==> src/rtl/core/lrupr_pkg.sv <==
package lrupr_pkg;

    // table geometry
    localparam int MAX_FRAMES = 16;
    localparam int PAGE_BITS  = 10;
    localparam int FRAME_BITS = $clog2(MAX_FRAMES);
    localparam int CNT_BITS   = $clog2(MAX_FRAMES + 1);
    localparam int CFG_BITS   = 5;
    localparam int FAULT_BITS = 32;

    // controller states
    typedef enum logic [1:0] {
        ST_IDLE,
        ST_SCAN,
        ST_UPDATE
    } t_state;

    // request broadcast to every cell during the scan
    typedef struct packed {
        logic [PAGE_BITS-1:0] page;
        logic [CNT_BITS-1:0]  valid;
    } t_search;

    // running search result handed from cell to cell
    typedef struct packed {
        logic                  hit;
        logic [FRAME_BITS-1:0] hit_idx;
        logic [FRAME_BITS-1:0] hit_rank;
        logic                  vic_any;
        logic [FRAME_BITS-1:0] vic_idx;
        logic [FRAME_BITS-1:0] vic_rank;
    } t_carry;

    // table update broadcast once per request
    typedef struct packed {
        logic                  upd;
        logic                  clr;
        logic                  wr;
        logic [FRAME_BITS-1:0] target;
        logic [CNT_BITS-1:0]   limit;
        logic [CNT_BITS-1:0]   valid;
    } t_cmd;

    localparam t_carry CARRY_INIT = '0;

endpackage

==> src/rtl/core/lrupr_cell.sv <==
module lrupr_cell (
    input  logic                            i_clk,
    input  logic                            i_rst_n,
    input  logic [lrupr_pkg::FRAME_BITS-1:0] i_index,
    input  lrupr_pkg::t_search              i_search,
    input  lrupr_pkg::t_cmd                 i_cmd,
    input  lrupr_pkg::t_carry               i_carry,
    output lrupr_pkg::t_carry               o_carry
);

    logic [lrupr_pkg::PAGE_BITS-1:0]  r_page;
    logic [lrupr_pkg::FRAME_BITS-1:0] r_rank;
    lrupr_pkg::t_carry                r_carry;
    lrupr_pkg::t_carry                n_carry;

    logic w_search_active;
    logic w_match;
    logic w_upd_active;
    logic w_target;
    logic w_age;

    // frame takes part only below the number of valid frames
    assign w_search_active = lrupr_pkg::CNT_BITS'(i_index) < i_search.valid;
    assign w_match         = w_search_active && (r_page == i_search.page);

    // fold this frame into the running first-hit and oldest-frame result
    always_comb begin
        n_carry = i_carry;
        if (!i_carry.hit && w_match) begin
            n_carry.hit      = 1'b1;
            n_carry.hit_idx  = i_index;
            n_carry.hit_rank = r_rank;
        end
        if (w_search_active && (!i_carry.vic_any || (r_rank > i_carry.vic_rank))) begin
            n_carry.vic_any  = 1'b1;
            n_carry.vic_idx  = i_index;
            n_carry.vic_rank = r_rank;
        end
    end

    always_ff @(posedge i_clk) begin
        r_carry <= n_carry;
    end

    assign o_carry = r_carry;

    // recency update: target becomes newest, younger frames age by one
    assign w_upd_active = lrupr_pkg::CNT_BITS'(i_index) < i_cmd.valid;
    assign w_target     = (i_index == i_cmd.target);
    assign w_age        = w_upd_active
                       && (lrupr_pkg::CNT_BITS'(r_rank) < i_cmd.limit)
                       && (lrupr_pkg::CNT_BITS'(r_rank)
                           < lrupr_pkg::CNT_BITS'(lrupr_pkg::MAX_FRAMES - 1));

    always_ff @(posedge i_clk) begin
        if (!i_rst_n) begin
            r_rank <= '0;
        end else if (i_cmd.clr) begin
            r_rank <= '0;
        end else if (i_cmd.upd) begin
            if (w_target) begin
                r_rank <= '0;
            end else if (w_age) begin
                r_rank <= r_rank + lrupr_pkg::FRAME_BITS'(1);
            end
        end
    end

    // page store, written on fill or replacement only
    always_ff @(posedge i_clk) begin
        if (i_cmd.upd && i_cmd.wr && w_target) begin
            r_page <= i_search.page;
        end
    end

endmodule

==> src/rtl/core/lru_page_replacement.sv <==
// LRU page replacement table built as a row of frame cells.
//
// Request channel: i_valid / o_ready carry i_page_number and i_last_reference.
// Result channel: o_valid / i_ready carry o_page_hit, o_frame_used,
// o_fault_total and o_string_done, one result per request.
// Configuration: i_cfg_wr_en writes i_cfg_wr_data into frames_in_use at once.
//
// A request is taken only while the controller is idle. The search result
// ripples through the row one cell per clock, so a scan lasts as long as the
// row is long and is followed by the update state, in which the result is
// registered. A new request can be taken only once the controller is back in
// idle, so the block finishes one request before it takes the next.
// The result sits in an output register, so the next request is accepted
// and scanned while an earlier result waits; if that result is still not
// taken when the update is due, the controller holds in the update cycle.
// A request flagged last reference empties the table and zeroes the fault
// count after its result is formed.
// Reset (synchronous, active low) empties the table, zeroes the fault count
// and sets frames_in_use to 3.
module lru_page_replacement (
    input  logic                                 i_clk,
    input  logic                                 i_rst_n,
    input  logic                                 i_cfg_wr_en,
    input  logic [lrupr_pkg::CFG_BITS-1:0]       i_cfg_wr_data,
    input  logic                                 i_valid,
    output logic                                 o_ready,
    input  logic [lrupr_pkg::PAGE_BITS-1:0]      i_page_number,
    input  logic                                 i_last_reference,
    output logic                                 o_valid,
    input  logic                                 i_ready,
    output logic                                 o_page_hit,
    output logic [lrupr_pkg::FRAME_BITS-1:0]     o_frame_used,
    output logic [lrupr_pkg::FAULT_BITS-1:0]     o_fault_total,
    output logic                                 o_string_done
);

    lrupr_pkg::t_state r_state;
    lrupr_pkg::t_state n_state;

    logic [lrupr_pkg::CFG_BITS-1:0]   r_frames_in_use;
    logic [lrupr_pkg::PAGE_BITS-1:0]  r_page;
    logic                             r_last;
    logic [lrupr_pkg::FRAME_BITS-1:0] r_scan_cnt;
    logic [lrupr_pkg::CNT_BITS-1:0]   r_filled;
    logic [lrupr_pkg::FAULT_BITS-1:0] r_fault;

    logic                             r_out_valid;
    logic                             r_out_hit;
    logic [lrupr_pkg::FRAME_BITS-1:0] r_out_frame;
    logic [lrupr_pkg::FAULT_BITS-1:0] r_out_fault;
    logic                             r_out_done;

    logic [lrupr_pkg::CNT_BITS-1:0]   w_fc;
    logic [lrupr_pkg::CNT_BITS-1:0]   w_valid;
    logic                             w_fill;
    logic                             w_accept;
    logic                             w_out_free;
    logic                             w_scan_end;
    logic                             w_commit;
    logic [lrupr_pkg::FAULT_BITS-1:0] w_fault_next;
    logic [lrupr_pkg::FRAME_BITS-1:0] w_frame;

    lrupr_pkg::t_search w_search;
    lrupr_pkg::t_cmd    w_cmd;
    lrupr_pkg::t_carry  w_chain [lrupr_pkg::MAX_FRAMES+1];
    lrupr_pkg::t_carry  w_final;

    // configuration register
    always_ff @(posedge i_clk) begin
        if (!i_rst_n) begin
            r_frames_in_use <= lrupr_pkg::CFG_BITS'(3);
        end else if (i_cfg_wr_en) begin
            r_frames_in_use <= i_cfg_wr_data;
        end
    end

    // frame count clamped to one through the table size, and frames currently valid
    always_comb begin
        if (r_frames_in_use == '0) begin
            w_fc = lrupr_pkg::CNT_BITS'(1);
        end else if (int'(r_frames_in_use) > lrupr_pkg::MAX_FRAMES) begin
            w_fc = lrupr_pkg::CNT_BITS'(lrupr_pkg::MAX_FRAMES);
        end else begin
            w_fc = lrupr_pkg::CNT_BITS'(r_frames_in_use);
        end
    end

    assign w_valid = (r_filled < w_fc) ? r_filled : w_fc;
    assign w_fill  = (r_filled < w_fc);

    // handshake conditions
    assign w_accept   = i_valid && o_ready;
    assign w_out_free = !r_out_valid || i_ready;
    assign w_scan_end = (r_scan_cnt == lrupr_pkg::FRAME_BITS'(lrupr_pkg::MAX_FRAMES - 1));
    assign w_commit   = (r_state == lrupr_pkg::ST_UPDATE) && w_out_free;

    // next state
    always_comb begin
        n_state = r_state;
        unique case (r_state)
            lrupr_pkg::ST_IDLE: begin
                if (i_valid) begin
                    n_state = lrupr_pkg::ST_SCAN;
                end
            end
            lrupr_pkg::ST_SCAN: begin
                if (w_scan_end) begin
                    n_state = lrupr_pkg::ST_UPDATE;
                end
            end
            lrupr_pkg::ST_UPDATE: begin
                if (w_out_free) begin
                    n_state = lrupr_pkg::ST_IDLE;
                end
            end
            default: n_state = lrupr_pkg::ST_IDLE;
        endcase
    end

    // state outputs
    always_comb begin
        unique case (r_state)
            lrupr_pkg::ST_IDLE:   o_ready = 1'b1;
            lrupr_pkg::ST_SCAN:   o_ready = 1'b0;
            lrupr_pkg::ST_UPDATE: o_ready = 1'b0;
            default:              o_ready = 1'b0;
        endcase
    end

    always_ff @(posedge i_clk) begin
        if (!i_rst_n) begin
            r_state <= lrupr_pkg::ST_IDLE;
        end else begin
            r_state <= n_state;
        end
    end

    // request capture and scan counter
    always_ff @(posedge i_clk) begin
        if (w_accept) begin
            r_page <= i_page_number;
            r_last <= i_last_reference;
        end
    end

    always_ff @(posedge i_clk) begin
        if (!i_rst_n) begin
            r_scan_cnt <= '0;
        end else if (w_accept) begin
            r_scan_cnt <= '0;
        end else if (r_state == lrupr_pkg::ST_SCAN) begin
            r_scan_cnt <= r_scan_cnt + lrupr_pkg::FRAME_BITS'(1);
        end
    end

    // row of frame cells
    assign w_search.page  = r_page;
    assign w_search.valid = w_valid;
    assign w_chain[0]     = lrupr_pkg::CARRY_INIT;

    for (genvar g = 0; g < lrupr_pkg::MAX_FRAMES; g++) begin : g_cell
        lrupr_cell u_cell (
            .i_clk    (i_clk),
            .i_rst_n  (i_rst_n),
            .i_index  (lrupr_pkg::FRAME_BITS'(g)),
            .i_search (w_search),
            .i_cmd    (w_cmd),
            .i_carry  (w_chain[g]),
            .o_carry  (w_chain[g+1])
        );
    end

    assign w_final = w_chain[lrupr_pkg::MAX_FRAMES];

    // decision from the end of the row
    always_comb begin
        if (w_final.hit || (r_fault == '1)) begin
            w_fault_next = r_fault;
        end else begin
            w_fault_next = r_fault + lrupr_pkg::FAULT_BITS'(1);
        end

        w_cmd.upd   = w_commit;
        w_cmd.clr   = w_commit && r_last;
        w_cmd.wr    = !w_final.hit;
        w_cmd.valid = w_valid;
        if (w_final.hit) begin
            w_frame     = w_final.hit_idx;
            w_cmd.limit = lrupr_pkg::CNT_BITS'(w_final.hit_rank);
        end else if (w_fill) begin
            w_frame     = r_filled[lrupr_pkg::FRAME_BITS-1:0];
            w_cmd.limit = lrupr_pkg::CNT_BITS'(lrupr_pkg::MAX_FRAMES);
        end else begin
            w_frame     = w_final.vic_idx;
            w_cmd.limit = lrupr_pkg::CNT_BITS'(w_final.vic_rank);
        end
        w_cmd.target = w_frame;
    end

    // fill count and fault count
    always_ff @(posedge i_clk) begin
        if (!i_rst_n) begin
            r_filled <= '0;
            r_fault  <= '0;
        end else if (w_commit) begin
            if (r_last) begin
                r_filled <= '0;
                r_fault  <= '0;
            end else begin
                r_fault <= w_fault_next;
                if (!w_final.hit && w_fill) begin
                    r_filled <= r_filled + lrupr_pkg::CNT_BITS'(1);
                end
            end
        end
    end

    // output register
    always_ff @(posedge i_clk) begin
        if (!i_rst_n) begin
            r_out_valid <= 1'b0;
        end else if (w_commit) begin
            r_out_valid <= 1'b1;
        end else if (i_ready) begin
            r_out_valid <= 1'b0;
        end
    end

    always_ff @(posedge i_clk) begin
        if (w_commit) begin
            r_out_hit   <= w_final.hit;
            r_out_frame <= w_frame;
            r_out_fault <= w_fault_next;
            r_out_done  <= r_last;
        end
    end

    assign o_valid       = r_out_valid;
    assign o_page_hit    = r_out_hit;
    assign o_frame_used  = r_out_frame;
    assign o_fault_total = r_out_fault;
    assign o_string_done = r_out_done;

    // checks
    a_filled_bound: assert property (@(posedge i_clk) disable iff (!i_rst_n)
        int'(r_filled) <= lrupr_pkg::MAX_FRAMES)
        else $error("fill count beyond table size");

    a_miss_counted: assert property (@(posedge i_clk) disable iff (!i_rst_n)
        (o_valid && !o_page_hit) |-> (o_fault_total != '0))
        else $error("page fault reported with zero fault total");

    a_hold_update: assert property (@(posedge i_clk) disable iff (!i_rst_n)
        (r_state == lrupr_pkg::ST_UPDATE && r_out_valid && !i_ready)
            |=> (r_state == lrupr_pkg::ST_UPDATE && o_valid))
        else $error("update committed over an untaken result");

    a_scan_no_accept: assert property (@(posedge i_clk) disable iff (!i_rst_n)
        (w_accept) |=> (r_state == lrupr_pkg::ST_SCAN && r_scan_cnt == '0))
        else $error("scan did not start after request");

endmodule

==> config.mk <==
export PLATFORM = sky130hd
export DESIGN_NAME = lru_page_replacement
export DESIGN_NICKNAME = d
export VERILOG_FILES = /design/src/rtl/core/lrupr_pkg.sv /design/src/rtl/core/lrupr_cell.sv /design/src/rtl/core/lru_page_replacement.sv
export SDC_FILE = /design/constraint.sdc
export NUM_CORES = 1
export LEC_CHECK = 0
export BUFFER_PORTS_ARGS = -buffer_cell sky130_fd_sc_hd__buf_2
export CORE_UTILIZATION = 50
export CTS_CLUSTER_SIZE = 10
export DETAILED_ROUTE_END_ITERATION = 7
export PLACE_DENSITY = 0.64
export SYNTH_ARGS = -nofsm -noshare
export SYNTH_HDL_FRONTEND = slang
export SYNTH_SLANG_ARGS = --single-unit
export TNS_END_PERCENT = 50
==> constraint.sdc <==
create_clock -name i_clk -period 5.3 [get_ports i_clk]
set_clock_uncertainty 0.15 [all_clocks]
set_input_delay 0.795 -clock i_clk [delete_from_list [all_inputs] [get_ports i_clk]]
set_output_delay 0.795 -clock i_clk [all_outputs]
set_load 0.005 [all_outputs]
# Yosys cells after proc, flatten, opt, wreduce, memory -nomap -nowiden
# Cells that the tools add are included.
[word_totals]
ff_bits = 609
inputBits = 21
[classes]
addsub = 19
magnitude_cmp = 65
n_eq_ne = 38
muxes = 82
n_bitwise = 1
reduce_logical = 189
[op_table]
columns = ["op", "n"]
rows = [
  ["4-bit 2-to-1 mux", 64],
  ["10-bit equality test", 16],
  ["1-bit logical AND", 99],
  ["4-bit by 5-bit < comparator with 1-bit output", 16],
  ["4-bit by 1-bit adder with 4-bit output, second input constant", 17],
  ["4-bit < comparator, second input constant", 16],
  ["32-bit 2-to-1 mux", 2],
  ["4-bit greater-than comparator", 15],
  ["4-bit by 5-bit < comparator with 1-bit output, first input constant", 8],
  ["2-bit nonzero test", 18],
  ["5-bit 2-to-1 mux", 7],
  ["2-bit AND reduction", 17],
  ["32-bit by 1-bit adder with 32-bit output, second input constant", 1],
  ["32-bit equality test, second input constant", 1],
  ["4-bit equality test, first input constant", 8],
  ["1-bit logical NOT", 32],
  ["3-bit by 5-bit < comparator with 1-bit output, first input constant", 4],
  ["9-bit 2-to-1 mux", 2],
  ["1-bit logical OR", 17],
  ["3-bit by 4-bit equality test with 1-bit output, first input constant", 4],
  ["1-bit by 5-bit < comparator with 1-bit output, first input constant", 2],
  ["2-bit by 5-bit < comparator with 1-bit output, first input constant", 2],
  ["2-bit by 4-bit equality test with 1-bit output, first input constant", 2],
  ["2-bit 2-to-1 mux", 3],
  ["other kinds (16)", 21],
]

# Longest topological paths before layout
[depth]
depth_word = 11
ltp_mapped = 19

# Modules after synthesis
# Synthesis repeated with hierarchy kept, for this count alone.
[hier_totals]
cells_unflattened = 2890
hier_area_um2 = 31753.0
[by_module_without_submodules]
columns = ["module", "instances", "cells_per_inst", "area_per_inst_um2", "seq_area_each_um2"]
rows = [
  ["lrupr_cell", 16, 148, 1664.1, 740.7],
  ["lru_page_replacement", 1, 522, 5127.4, 2452.4],
]

# Worst setup path after synthesis
# OpenSTA, ideal clock, no wires.
[synth_timing]
path_type = "reg2reg"
from = "reg r_frames_in_use[4] (netlist bit)"
to = "reg g_cell[4].u_cell.r_rank[3] (netlist bit)"
setup_time_ps = 74
arrival_time_ps = 4297
required_time_ps = 5076
setup_slack_ps = 778
stages_incl_launch_ff = 19
n_path_buf = 2
path_cell_list = "dfxtp_1 > buf_2 > inv_1 > ha_1 > buf_6 > a41o_4 > a21oi_4 > nand2_4 > nand2_1 > nor2_1 > a21oi_1 > ha_1 > a21o_1 > a21oi_1 > a22oi_1 > a311oi_1 > o311ai_1 > or4b_1 > a31oi_1"
[synth_between]
elab_chain_len = 11
[synth_rtl]
columns = ["item", "line_no", "text"]
rows = [
  ["start: declaration", "lru_page_replacement.sv:40", "logic [lrupr_pkg::CFG_BITS-1:0] r_frames_in_use;"],
  ["start signal: assignment", "lru_page_replacement.sv:71", "r_frames_in_use <= lrupr_pkg::CFG_BITS'(3);"],
  ["start signal: assignment", "lru_page_replacement.sv:73", "r_frames_in_use <= i_cfg_wr_data;"],
  ["5-bit greater-than comparator", "lru_page_replacement.sv:81", "end else if (int'(r_frames_in_use) > lrupr_pkg::MAX_FRAMES) begin"],
  ["5-bit 2-to-1 mux", "lru_page_replacement.sv:81", ""],
  ["5-bit 2-to-1 mux (*)", "lru_page_replacement.sv:79", "if (r_frames_in_use == '0) begin"],
  ["5-bit < comparator", "lru_page_replacement.sv:88, lru_page_replacement.sv:89", ""],
  ["5-bit 2-to-1 mux", "lru_page_replacement.sv:190", "end else if (w_fill) begin"],
  ["5-bit 2-to-1 mux", "lru_page_replacement.sv:187", "if (w_final.hit) begin"],
  ["4-bit by 5-bit < comparator with 1-bit output", "lrupr_cell.sv:51", "&& (lrupr_pkg::CNT_BITS'(r_rank) < i_cmd.limit)"],
  ["1-bit logical AND", "lrupr_cell.sv:51", ""],
  ["1-bit logical AND", "lrupr_cell.sv:52", "&& (lrupr_pkg::CNT_BITS'(r_rank)"],
  ["2-bit nonzero test (no source line)", "-", ""],
  ["2-bit AND reduction (no source line)", "-", ""],
  ["end signal: assignment", "lrupr_cell.sv:64", "r_rank <= r_rank + lrupr_pkg::FRAME_BITS'(1);"],
  ["end: declaration", "lrupr_cell.sv:12", "logic [lrupr_pkg::FRAME_BITS-1:0] r_rank;"],
]
# Every way passes the cells marked *; elsewhere a longest branch is shown, timed or not.
# A chain may end at the register's enable or synchronous reset.

# Final worst setup path
[layout_timing]
from = "reg r_frames_in_use[4] (netlist bit)"
to = "reg g_cell[5].u_cell.r_rank[3] (netlist bit)"
[layout_between]
elab_chain_len = 11
[layout_rtl]
columns = ["item", "line_no"]
rows = [
  ["5-bit greater-than comparator", "lru_page_replacement.sv:81"],
  ["5-bit 2-to-1 mux", "lru_page_replacement.sv:81"],
  ["5-bit 2-to-1 mux (*)", "lru_page_replacement.sv:79"],
  ["5-bit < comparator", "lru_page_replacement.sv:88, lru_page_replacement.sv:89"],
  ["5-bit 2-to-1 mux", "lru_page_replacement.sv:190"],
  ["5-bit 2-to-1 mux", "lru_page_replacement.sv:187"],
  ["4-bit by 5-bit < comparator with 1-bit output", "lrupr_cell.sv:51"],
  ["1-bit logical AND", "lrupr_cell.sv:51"],
  ["1-bit logical AND", "lrupr_cell.sv:52"],
  ["2-bit nonzero test (no source line)", "-"],
  ["2-bit AND reduction (no source line)", "-"],
  ["end signal: assignment", "lrupr_cell.sv:64"],
  ["end: declaration", "lrupr_cell.sv:12"],
]
# Marked as above.

==> impl_metrics.toml <==
[logic_synthesis]
ys_seq_area_share_pct = 53.2
synth.avg_cell_area_um2 = 11.2
synth.most_common_cell = "dfxtp_1"
yosysTopAreaCell = "dfxtp_1"
synthTopCellsByCount = "dfxtp_1, edfxtp_1, ha_1, nand2_1, xor2_1"
synth_warnings = 0
synth_fp_nets = 2451
synth_top_area_share_pct = 28.8
yosysUniqueCellTypes = 87
synth_seq_cells = 579
syn_inst = 2299
synthesis.area_mm2 = 0.0257
ys_async_sr_fraction_pct = 0
synth_edf_count = 209
synthFlopType = "dfxtp_1"
synth_area_leaders = "dfxtp_1, edfxtp_1, ha_1"

[power]
finalPower_mw = 9.67
p_leak_nw = 11.1
power_density_mw_per_mm2 = 334
ir_worst_vdd_uv = 347

[routing]
dr.max_layer_used = "met4"
wirelength_met1_mm = 28.5
wl_per_cell_um = 19.8
drcViolationCount = 0
antenna_left = 0
drt-initial-drc-count = 1268
num_vias = 17800
totalWireLength_mm = 61.4
wl_met2_mm = 28.0
via_per_inst = 5.72
firstDrtPassIters = 5
dr_wl_met3_mm = 2.94

[worst_hold_path]
worst_hold_path_type = "primary input to register"

[floorplan]
boundaryPins = 61
die_w_um = 229
dieArea_mm2 = 0.0523
coreArea_mm2 = 0.0505
num_rows = 82
die_h_um = 229
start_util_pct = 50.9

[cells_and_area]
nets = 2543
fillerInstances = 4235
syn_to_final_growth_pct = 12.6
drive_gt1_share_pct = 16.8

[global_route]
grt_pass1_vias = 17300
grt_overflow = 0
antenna_found_initial = 1
grt_max_degree = 65
grtUsageTotal_pct = 23.6
grt_first_pass_wirelength_mm = 96.9

[setup_path]
cp.arrival_ns = 5.21
critPathLaunchType = "register"
cp_slowest_stage_delay_ns = 0.59
reg2reg_slack_ns = 0.47
path_cells = "inv_1, ha_1, a41o_4, a21oi_4, nand2_4, nand2_1, nor2_1, a21oi_2, ha_1, o21a_1, o31a_1, o21a_1, o21ai_0, o211ai_1, or4_1, a31oi_1"
cp_max_fo = 12
crit_slowest_cell = "dfxtp_1"
required_ns = 5.68
path_buf_inv = 1
path_class = "register to register"
crit_path_end_kind = "register"
critical_path.top_delay_family = "compound AO/OA/AOI/OAI gates"

[placed_design]
gp_congestion = 0.897
port-buffer-count = 60
hpwl_mm = 43.0
place_ws_ns = 0.596

[sta]
tns_ns = 0
hold_violations = 0
max_slew.worst_pin.slew_ns = 1.26
fmax_ghz = 0.207
slew_headroom_pct = 16.0
setup_violations = 0
fin_crit_sh_pct = 91.1
rsz0062_at_grt = "false"
fin_crit_ns = 4.83
slew_viol_final = 0
fin_ws_ns = 0.472

[cts]
clock_path_buffers = 3
clk_latency_ns = 0.62
cts.sinks = 579
clock-root-buffer = "clkbuf_16"
cts_hold_buf = 0
cts.clk_slew.worst_paths_ns = 0.06
cts.htree.levels = 3
cts_made_buffers = 69
ctsResizeCount = 0
cts_tree = "yes"
cts_setup_buffers = 0

[status]
status = "completed"

[run]
maxCapViolCount = 0
==> state kept, by name, summed over array words and instances, names as in the netlist, 2 cells and up <==
register / flops
o_frame_used: 4
r_filled: 5
o_fault_total: 32
g_cell.u_cell.o_carry: 257
r_state: 2
g_cell.u_cell.r_page: 160
r_fault: 32
r_frames_in_use: 5
g_cell.u_cell.r_rank: 64
r_page: 10
r_scan_cnt: 4
==> cell type report <==
| class | instances | area [um^2] | share of cell area, % |
|---|---|---|---|
| diodes | 2 | 5.00 | 0.0173 |
| multi-input cells | 1529 | 11300 | 39.0 |
| clock buffers | 107 | 1960 | 6.78 |
| clock inverters | 7 | 104 | 0.359 |
| flip-flops and latches | 579 | 13700 | 47.3 |
| repair buffers | 114 | 706 | 2.44 |
| inverters | 98 | 368 | 1.27 |
| well taps | 672 | 841 | 2.90 |
==> stage by stage <==
step / utilization, % / hold slack, ns / cell area, um^2 / instances
floorplan: - / 0.236 / 25700 / 2299
global placement: 53.2 / 0.240 / 26900 / 2992
detailed placement: 53.2 / 0.251 / 26900 / 2992
CTS: 57.3 / 0.170 / 28900 / 3106
global route: 57.3 / 0.183 / 28900 / 3107
finish: 57.3 / 0.207 / 28900 / 3108
==> path summary, 6_finish.rpt <==
check | startpoint | endpoint | depth (start not counted)
min | i_page_number[2] | r_page[2] | 1
max | r_frames_in_use[4] | g_cell[5].u_cell.r_rank[3] | 16
max reg2reg | r_frames_in_use[4] | g_cell[5].u_cell.r_rank[3] | 16
min reg2reg | g_cell[14].u_cell.o_carry[16] | g_cell[15].u_cell.o_carry[16] | 1
==> worst register-to-register path, delay by kind of cell (launching register included) <==
| kind | cells | cell delay (ns) |
|---|---|---|
| and+or+nand+nor | 4 | 0.82 |
| adders and majority gates | 2 | 0.79 |
| buffers and inverters | 1 | 0.19 |
| AOI/OAI and AO/OA | 9 | 2.22 |
| DFF | 1 | 0.59 |
==> cell usage in the layout, fill, tap and decap left out, drive strengths merged, types with 16 or more instances in the layout <==
cell type / netlist / routed
nor4: 25 / 25
xor2: 120 / 120
buf: 25 / 114
or2: 64 / 64
o21ai: 74 / 74
nor3: 25 / 25
nor2b: 47 / 47
and3: 16 / 16
o211ai: 30 / 30
mux2: 119 / 119
xnor2: 76 / 76
inv: 97 / 100
a41o: 16 / 16
edfxtp: 209 / 209
a21oi: 97 / 97
nor2: 88 / 88
nand2b: 42 / 42
and2: 24 / 24
or4: 25 / 25
nand3: 66 / 66
or3: 21 / 21
nand4: 52 / 52
ha: 131 / 131
a21o: 24 / 24
clkbuf: 68 / 107
nand2: 132 / 132
dfxtp: 370 / 370
a31oi: 41 / 41
o22ai: 26 / 26
==> power by group <==
part,total (mW),switching [mW],internal (mW),leakage [nW]
Combinational,0.473,0.254,0.219,5.23
Sequential,4.85,0.118,4.73,4.84
Clock,4.35,1.80,2.56,0.995
==> layer usage <==
layer	GRT usage [%]	up-vias
li1	-	8555
met1	32.4	8616
met2	37.1	481
met3	3.92	123
met4	9.14	0
met5	0	-
==> cell families (layout without fill, tap and decap cells) <==
kind of cell	Yosys count	in the layout	synth area share, %
AO/OA/AOI/OAI	407	407	10.7
XOR/XNOR	196	196	6.68
adder cells (fa/ha/maj)	131	131	6.38
buffers and inverters	191	326	2.99
flip-flops	579	579	53.2
multiplexers	125	125	5.56
other	0	2	0
AND/OR/NAND/NOR	670	670	14.4
(Power assumes the default switching activity.)
